$ cat config.mk
export PLATFORM = sky130hd
export DESIGN_NAME = binary_gcd
export DESIGN_NICKNAME = d
export VERILOG_FILES = /design/src/design/bgcd_pkg.sv /design/src/design/bgcd_dp.sv /design/src/design/bgcd_ctrl.sv /design/src/design/binary_gcd.sv
export VERILOG_INCLUDE_DIRS = /design/src /design/src/design
export SDC_FILE = /design/constraint.sdc
export NUM_CORES = 1
export LEC_CHECK = 0
export BUFFER_PORTS_ARGS = -buffer_cell sky130_fd_sc_hd__clkbuf_2
export CAP_MARGIN = 20
export CORE_MARGIN = 3
export CORE_UTILIZATION = 60
export CTS_BUF_LIST = sky130_fd_sc_hd__clkbuf_4 sky130_fd_sc_hd__clkbuf_8 sky130_fd_sc_hd__clkbuf_16
export DETAILED_ROUTE_END_ITERATION = 7
export PLACE_DENSITY = 0.87
export SLEW_MARGIN = 20
export SYNTH_ARGS = -nofsm -noshare
export SYNTH_HDL_FRONTEND = slang
export SYNTH_SLANG_ARGS = --single-unit
$ cat constraint.sdc
create_clock -name i_clk -period 4 [get_ports i_clk]
set_input_delay 1 -clock i_clk [delete_from_list [all_inputs] [get_ports i_clk]]
set_output_delay 1 -clock i_clk [all_outputs]
set_load 0.05 [all_outputs]
$ cat src/design/binary_gcd_macros.svh
// ----------------------------------------------------------------------------
// Binary GCD assertion macros
// Shared concurrent assertion forms for the binary GCD block.
// ----------------------------------------------------------------------------
`ifndef BINARY_GCD_MACROS_SVH
`define BINARY_GCD_MACROS_SVH

// Same-cycle implication, disabled while reset is held
`define BGCD_ASSERT_IMP(label, clk, rst_n, ante, cons, msg) \
    label: assert property (@(posedge clk) disable iff (!rst_n) (ante) |-> (cons)) \
        else $error(msg);

// Next-cycle implication, disabled while reset is held
`define BGCD_ASSERT_NEXT(label, clk, rst_n, ante, cons, msg) \
    label: assert property (@(posedge clk) disable iff (!rst_n) (ante) |=> (cons)) \
        else $error(msg);

`endif

$ cat src/design/bgcd_pkg.sv
// ----------------------------------------------------------------------------
// Binary GCD package
// Widths, command and status types shared by controller and datapath.
// ----------------------------------------------------------------------------
package bgcd_pkg;

    // Datapath width; operands are taken modulo 2^WIDTH
    localparam int WIDTH     = 32;
    localparam int KW        = $clog2(WIDTH);
    localparam int OPND_W    = 32;
    localparam int RES_W     = 32;
    localparam int IN_DATA_W = 2 * OPND_W;

    // Controller to datapath commands
    typedef struct packed {
        logic load;   // capture operands
        logic step;   // one shift or subtract step
        logic emit;   // load the result register
    } t_dp_cmd;

    // Datapath to controller status
    typedef struct packed {
        logic equal;  // reduction finished
    } t_dp_stat;

endpackage

$ cat src/design/bgcd_dp.sv
// ----------------------------------------------------------------------------
// Binary GCD datapath
// Operand registers, common power-of-two counter, shift/subtract step and
// result register.
// ----------------------------------------------------------------------------
module bgcd_dp (
    input  logic                      i_clk,
    input  bgcd_pkg::t_dp_cmd         i_cmd,
    input  logic [bgcd_pkg::OPND_W-1:0] i_first,
    input  logic [bgcd_pkg::OPND_W-1:0] i_second,
    output bgcd_pkg::t_dp_stat        o_stat,
    output logic [bgcd_pkg::RES_W-1:0]  o_divisor
);
    import bgcd_pkg::*;

    logic [WIDTH-1:0] r_a, n_a;
    logic [WIDTH-1:0] r_b, n_b;
    logic [KW-1:0]    r_k, n_k;
    logic [RES_W-1:0] r_res;
    logic [WIDTH-1:0] w_first, w_second;
    logic             w_a_even, w_b_even;

    assign w_first  = WIDTH'(i_first);
    assign w_second = WIDTH'(i_second);
    assign w_a_even = ~r_a[0];
    assign w_b_even = ~r_b[0];

    // Load operands or advance one reduction step
    always_comb begin
        n_a = r_a;
        n_b = r_b;
        n_k = r_k;
        if (i_cmd.load) begin
            n_k = '0;
            // a zero operand finishes at once with the other one
            if (w_first == '0) begin
                n_a = w_second;
                n_b = w_second;
            end else if (w_second == '0) begin
                n_a = w_first;
                n_b = w_first;
            end else begin
                n_a = w_first;
                n_b = w_second;
            end
        end else if (i_cmd.step) begin
            if (w_a_even && w_b_even) begin
                // strip a common factor of two
                n_a = r_a >> 1;
                n_b = r_b >> 1;
                n_k = r_k + KW'(1);
            end else begin
                if (w_a_even) begin
                    n_a = r_a >> 1;
                end
                if (w_b_even) begin
                    n_b = r_b >> 1;
                end
                // both odd: subtract smaller from larger
                if (!w_a_even && !w_b_even) begin
                    if (r_a > r_b) begin
                        n_a = r_a - r_b;
                    end else begin
                        n_b = r_b - r_a;
                    end
                end
            end
        end
    end

    always_ff @(posedge i_clk) begin
        r_a <= n_a;
        r_b <= n_b;
        r_k <= n_k;
        // restore the common power of two
        if (i_cmd.emit) begin
            r_res <= RES_W'(r_a << r_k);
        end
    end

    assign o_stat.equal = (r_a == r_b);
    assign o_divisor    = r_res;

endmodule

$ cat src/design/bgcd_ctrl.sv
// ----------------------------------------------------------------------------
// Binary GCD controller
// Sequences load, reduction steps and result hand-off; owns the output
// valid flag.
// ----------------------------------------------------------------------------
`include "binary_gcd_macros.svh"

module bgcd_ctrl (
    input  logic               i_clk,
    input  logic               i_rst_n,
    input  logic               i_in_valid,
    output logic               o_in_ready,
    output logic               o_out_valid,
    input  logic               i_out_ready,
    output bgcd_pkg::t_dp_cmd  o_cmd,
    input  bgcd_pkg::t_dp_stat i_stat
);
    import bgcd_pkg::*;

    typedef enum logic {
        S_IDLE,
        S_RUN
    } t_state;

    t_state r_state;
    logic   r_out_valid;
    logic   w_out_free;

    // Result register can take a new value if empty or drained this cycle
    assign w_out_free = !r_out_valid || i_out_ready;

    // Derive datapath commands from state
    always_comb begin
        o_cmd.load = (r_state == S_IDLE) && i_in_valid;
        o_cmd.step = (r_state == S_RUN) && !i_stat.equal;
        o_cmd.emit = (r_state == S_RUN) && i_stat.equal && w_out_free;
    end

    assign o_in_ready  = (r_state == S_IDLE);
    assign o_out_valid = r_out_valid;

    // Hold state and output valid
    always_ff @(posedge i_clk) begin
        if (!i_rst_n) begin
            r_state     <= S_IDLE;
            r_out_valid <= 1'b0;
        end else begin
            unique case (r_state)
                S_IDLE: begin
                    if (i_in_valid) begin
                        r_state <= S_RUN;
                    end
                end
                S_RUN: begin
                    if (o_cmd.emit) begin
                        r_state <= S_IDLE;
                    end
                end
                default: begin
                    r_state <= S_IDLE;
                end
            endcase
            if (o_cmd.emit) begin
                r_out_valid <= 1'b1;
            end else if (i_out_ready) begin
                r_out_valid <= 1'b0;
            end
        end
    end

    `BGCD_ASSERT_NEXT(a_accept_runs, i_clk, i_rst_n, o_cmd.load, r_state == S_RUN, "accepted transfer did not start a run")
    `BGCD_ASSERT_NEXT(a_emit_valid, i_clk, i_rst_n, o_cmd.emit, r_out_valid, "emitted result not presented")
    `BGCD_ASSERT_IMP(a_step_not_done, i_clk, i_rst_n, o_cmd.step, !i_stat.equal && !o_cmd.emit, "step issued after reduction finished")

endmodule

$ cat src/design/binary_gcd.sv
// The datapath takes one shift or subtract step per cycle while a reduction runs;
// a new pair is taken only in the idle state, also while the previous result still
// waits, and a finished reduction holds until the output drains.
// Reset: synchronous active-low i_rst_n clears controller state and the
// output valid flag; no memory clearing pass.
// ----------------------------------------------------------------------------
// Binary GCD top level
// Greatest common divisor of two unsigned operands by the binary method.
// ----------------------------------------------------------------------------
module binary_gcd (
    input  logic                           i_clk,
    input  logic                           i_rst_n,
    input  logic                           i_s_axis_tvalid,
    output logic                           o_s_axis_tready,
    // [31:0] first_operand, [63:32] second_operand
    input  logic [bgcd_pkg::IN_DATA_W-1:0] i_s_axis_tdata,
    output logic                           o_m_axis_tvalid,
    input  logic                           i_m_axis_tready,
    // [31:0] divisor
    output logic [bgcd_pkg::RES_W-1:0]     o_m_axis_tdata
);
    import bgcd_pkg::*;

    t_dp_cmd  w_cmd;
    t_dp_stat w_stat;

    bgcd_ctrl u_ctrl (
        .i_clk       (i_clk),
        .i_rst_n     (i_rst_n),
        .i_in_valid  (i_s_axis_tvalid),
        .o_in_ready  (o_s_axis_tready),
        .o_out_valid (o_m_axis_tvalid),
        .i_out_ready (i_m_axis_tready),
        .o_cmd       (w_cmd),
        .i_stat      (w_stat)
    );

    bgcd_dp u_dp (
        .i_clk     (i_clk),
        .i_cmd     (w_cmd),
        .i_first   (i_s_axis_tdata[OPND_W-1:0]),
        .i_second  (i_s_axis_tdata[IN_DATA_W-1:OPND_W]),
        .o_stat    (w_stat),
        .o_divisor (o_m_axis_tdata)
    );

endmodule
==> results.yml <==
sta:
  setup_viol: 0
  slew_headroom_pct: 38.7
  fin_crit_sh_pct: 95.7
  worst_pin_slew_ps: 920
  max_freq_mhz: 261
  period_minus_slack_ps: 3830
  rsz0062_at_grt: "no"
  slew_violations: 0
  fin_skew_ps: 14.0
  hold_viol: 0
  tns_ps: 0
routing:
  via_per_inst: 6.89
  dr.pass1.iters: 5
  routedWlPerCell_um: 23.5
  first_iter_violations: 1527
  ant_nets: 0
  routed_wirelength_um: 37800
  num_vias: 11092
  drcViolationCount: 0
clock_network:
  clock_sinks: 103
  clk-insertion-delay-late_ps: 360
  path_clk_slew_ps: 70
  cts_buffers: 9
  tritoncts: "built"
  clock-root-buffer: "clkbuf_16"
  post-cts-setup-buffers: 0
  cts_buffer_depth: 2
  htree_levels: 3
outcome:
  status: "complete, no violations"
die:
  dieArea_um2: 19800
  die_y_um: 141
  die_w_um: 141
  io_pins: 102
  start_util_pct: 62.0
  rows: 48
  coreArea_um2: 17500
setup_path:
  slowest_delay_ps: 540
  cp_cell_sequence: "inv_1 > ha_1 > nand4_4 > nor4_1 > buf_4 > nand4bb_1 > and2_1 > o21ai_4 > a21oi_4 > nor2_4 > a221oi_1"
  worst_setup_path_end_kind: "flop"
  cp.required_ps: 4060
  cpLargestDelayFamily: "simple AND/OR/NAND/NOR gates"
  worstPathArrival_ps: 3890
  crit_fanout: 18
  slowest_stage: "ha_1"
  worstPathBufferInverterCount: 2
  path_class: "reg2reg"
  rrSetupSlack_ps: 170
  cp-start-kind: "flop"
synth:
  ys_ff_latch: 103
  ys_seq_area_share_pct: 27.8
  syn-cell-area_um2: 10900
  netlist_instances: 1307
  synth_edf_count: 96
  syn_area_per_cell_um2: 8.32
  async_flop_share_pct: 0
  synth_ff_type: "edfxtp_1"
  synthDistinctLibCells: 77
  yosys_warnings: 0
  synth_nets: 1443
global_route:
  use_met3_pct: 11.8
  grt_first_pass_wirelength_um: 57500
  grt_pass1_vias: 9942
  use_met2_pct: 53.0
  top_usage_layer: "met1"
  gr-total-overflow: 0
  grt.total_usage_pct: 37.3
  global_route.usage.met1_pct: 55.8
  antenna_found_initial: 0
  grt_max_degree: 49
layout:
  most-common-layout-cells: "a21oi_1 (146), nor2_1 (113), clkbuf_2 (101)"
  layout-drive-gt1-share_pct: 17.8
  nNetsFinal: 1516
  post-route-util_pct: 68.7
  mostFrequentLayoutCell: "a21oi_1"
  n_antenna_cell: 0
  syn_to_final_growth_pct: 10.7
placement:
  hpwl_um: 29600
  gp_congestion: 1.05
  port-buffer-count: 101
job:
  maxCapViolations: 0
worst_hold_path:
  hold_path_class: "reg2reg"
-- synthesized netlist by cell type (all sizes together) (10+ instances only) --
cell    instances  area share, %
ha             66            7.6
a221oi         17            1.7
nor3           31            1.4
buf            42            2.2
clkbuf         62            2.1
nand3          23            1.1
mux2           13            1.3
a31oi          23            1.3
nor2          116            4.1
o21ai          82            3.8
nand2          93            3.2
o211ai         10           0.69
mux4           13            2.7
o21a           12           0.83
inv            77            2.7
xnor2          32            2.6
nor4           20            1.2
nand4          17            1.2
mux2i          61            5.6
a21oi         147            6.9
nand2b         14           0.81
a21o           33            2.3
edfxtp         96             26
xor2           20            1.6
o22ai          17           0.98
a211oi         61            4.3
-- flip-flops by register name, summed over array words and instances (netlist names) --
| register | flops |
|---|---|
| u_dp.r_a | 32 |
| u_ctrl.o_out_valid | 1 |
| u_dp.r_k | 5 |
| u_ctrl.r_state | 1 |
| u_dp.o_divisor | 32 |
| u_dp.r_b | 32 |
-- per-layer routing --
metal	part of all wire (%)	up-vias	wire length [um]
li1	-	5045	-
met1	41	5156	15700
met2	41	838	15500
met3	16	53	5900
met4	1.9	0	707
met5	0	-	0
-- stage by stage --
step	area [um^2]	hold slack (ps)	setup WS, ps	std cells
global placement	11700	488	205	1594
finish	12000	522	170	1610
CTS	12000	526	172	1610
floorplan	10900	517	453	1307
detailed placement	11700	518	194	1594
global route	12000	564	8.06	1610
-- final timing paths --
check,to,start,cells past startpoint
worst max-delay path,u_dp.r_a[7],u_dp.r_b[28],11
worst min-delay path,u_ctrl.o_out_valid,u_ctrl.o_out_valid,2
worst max register to register,u_dp.r_a[7],u_dp.r_b[28],11
worst min register to register,u_ctrl.o_out_valid,u_ctrl.o_out_valid,2
-- timing repair --
item | in CTS | in global routing
endpoints found under the setup margin | 0 | 4
endpoints found under the hold margin | 0 | 0
hold buffers | 0 | 0
resized for setup | 0 | 3
-- kinds of logic (layout without fill, tap and decap cells) --
logic type	Yosys count	after routing	synth area share [%]
adder cells (fa/ha/maj)	68	68	7.96
AND/OR/NAND/NOR	351	351	15.3
multiplexers	87	87	9.65
AO/OA/AOI/OAI	465	465	28.1
XOR/XNOR	52	52	4.19
buffers and inverters	181	259	7.03
flip-flops	103	103	27.8
-- worst min-delay path: cells and delay by family (launching register included) --
kind | cells | cell delay (ps)
simple gates | 1 | 80
compound gates | 1 | 70
flops | 1 | 320
-- area by class of cell --
class | instances | area, um^2
multi-input cells | 1023 | 7130
fillers | 1451 | 5500
flip-flops and latches | 103 | 3030
repair buffers | 166 | 1020
inverters | 77 | 289
well taps | 225 | 282
clock buffers | 13 | 273
clock inverters | 3 | 18.8
Power is left out: the tool's default activity adds up to more than one toggle a clock period on the data nets, which glitch-free logic cannot reach.
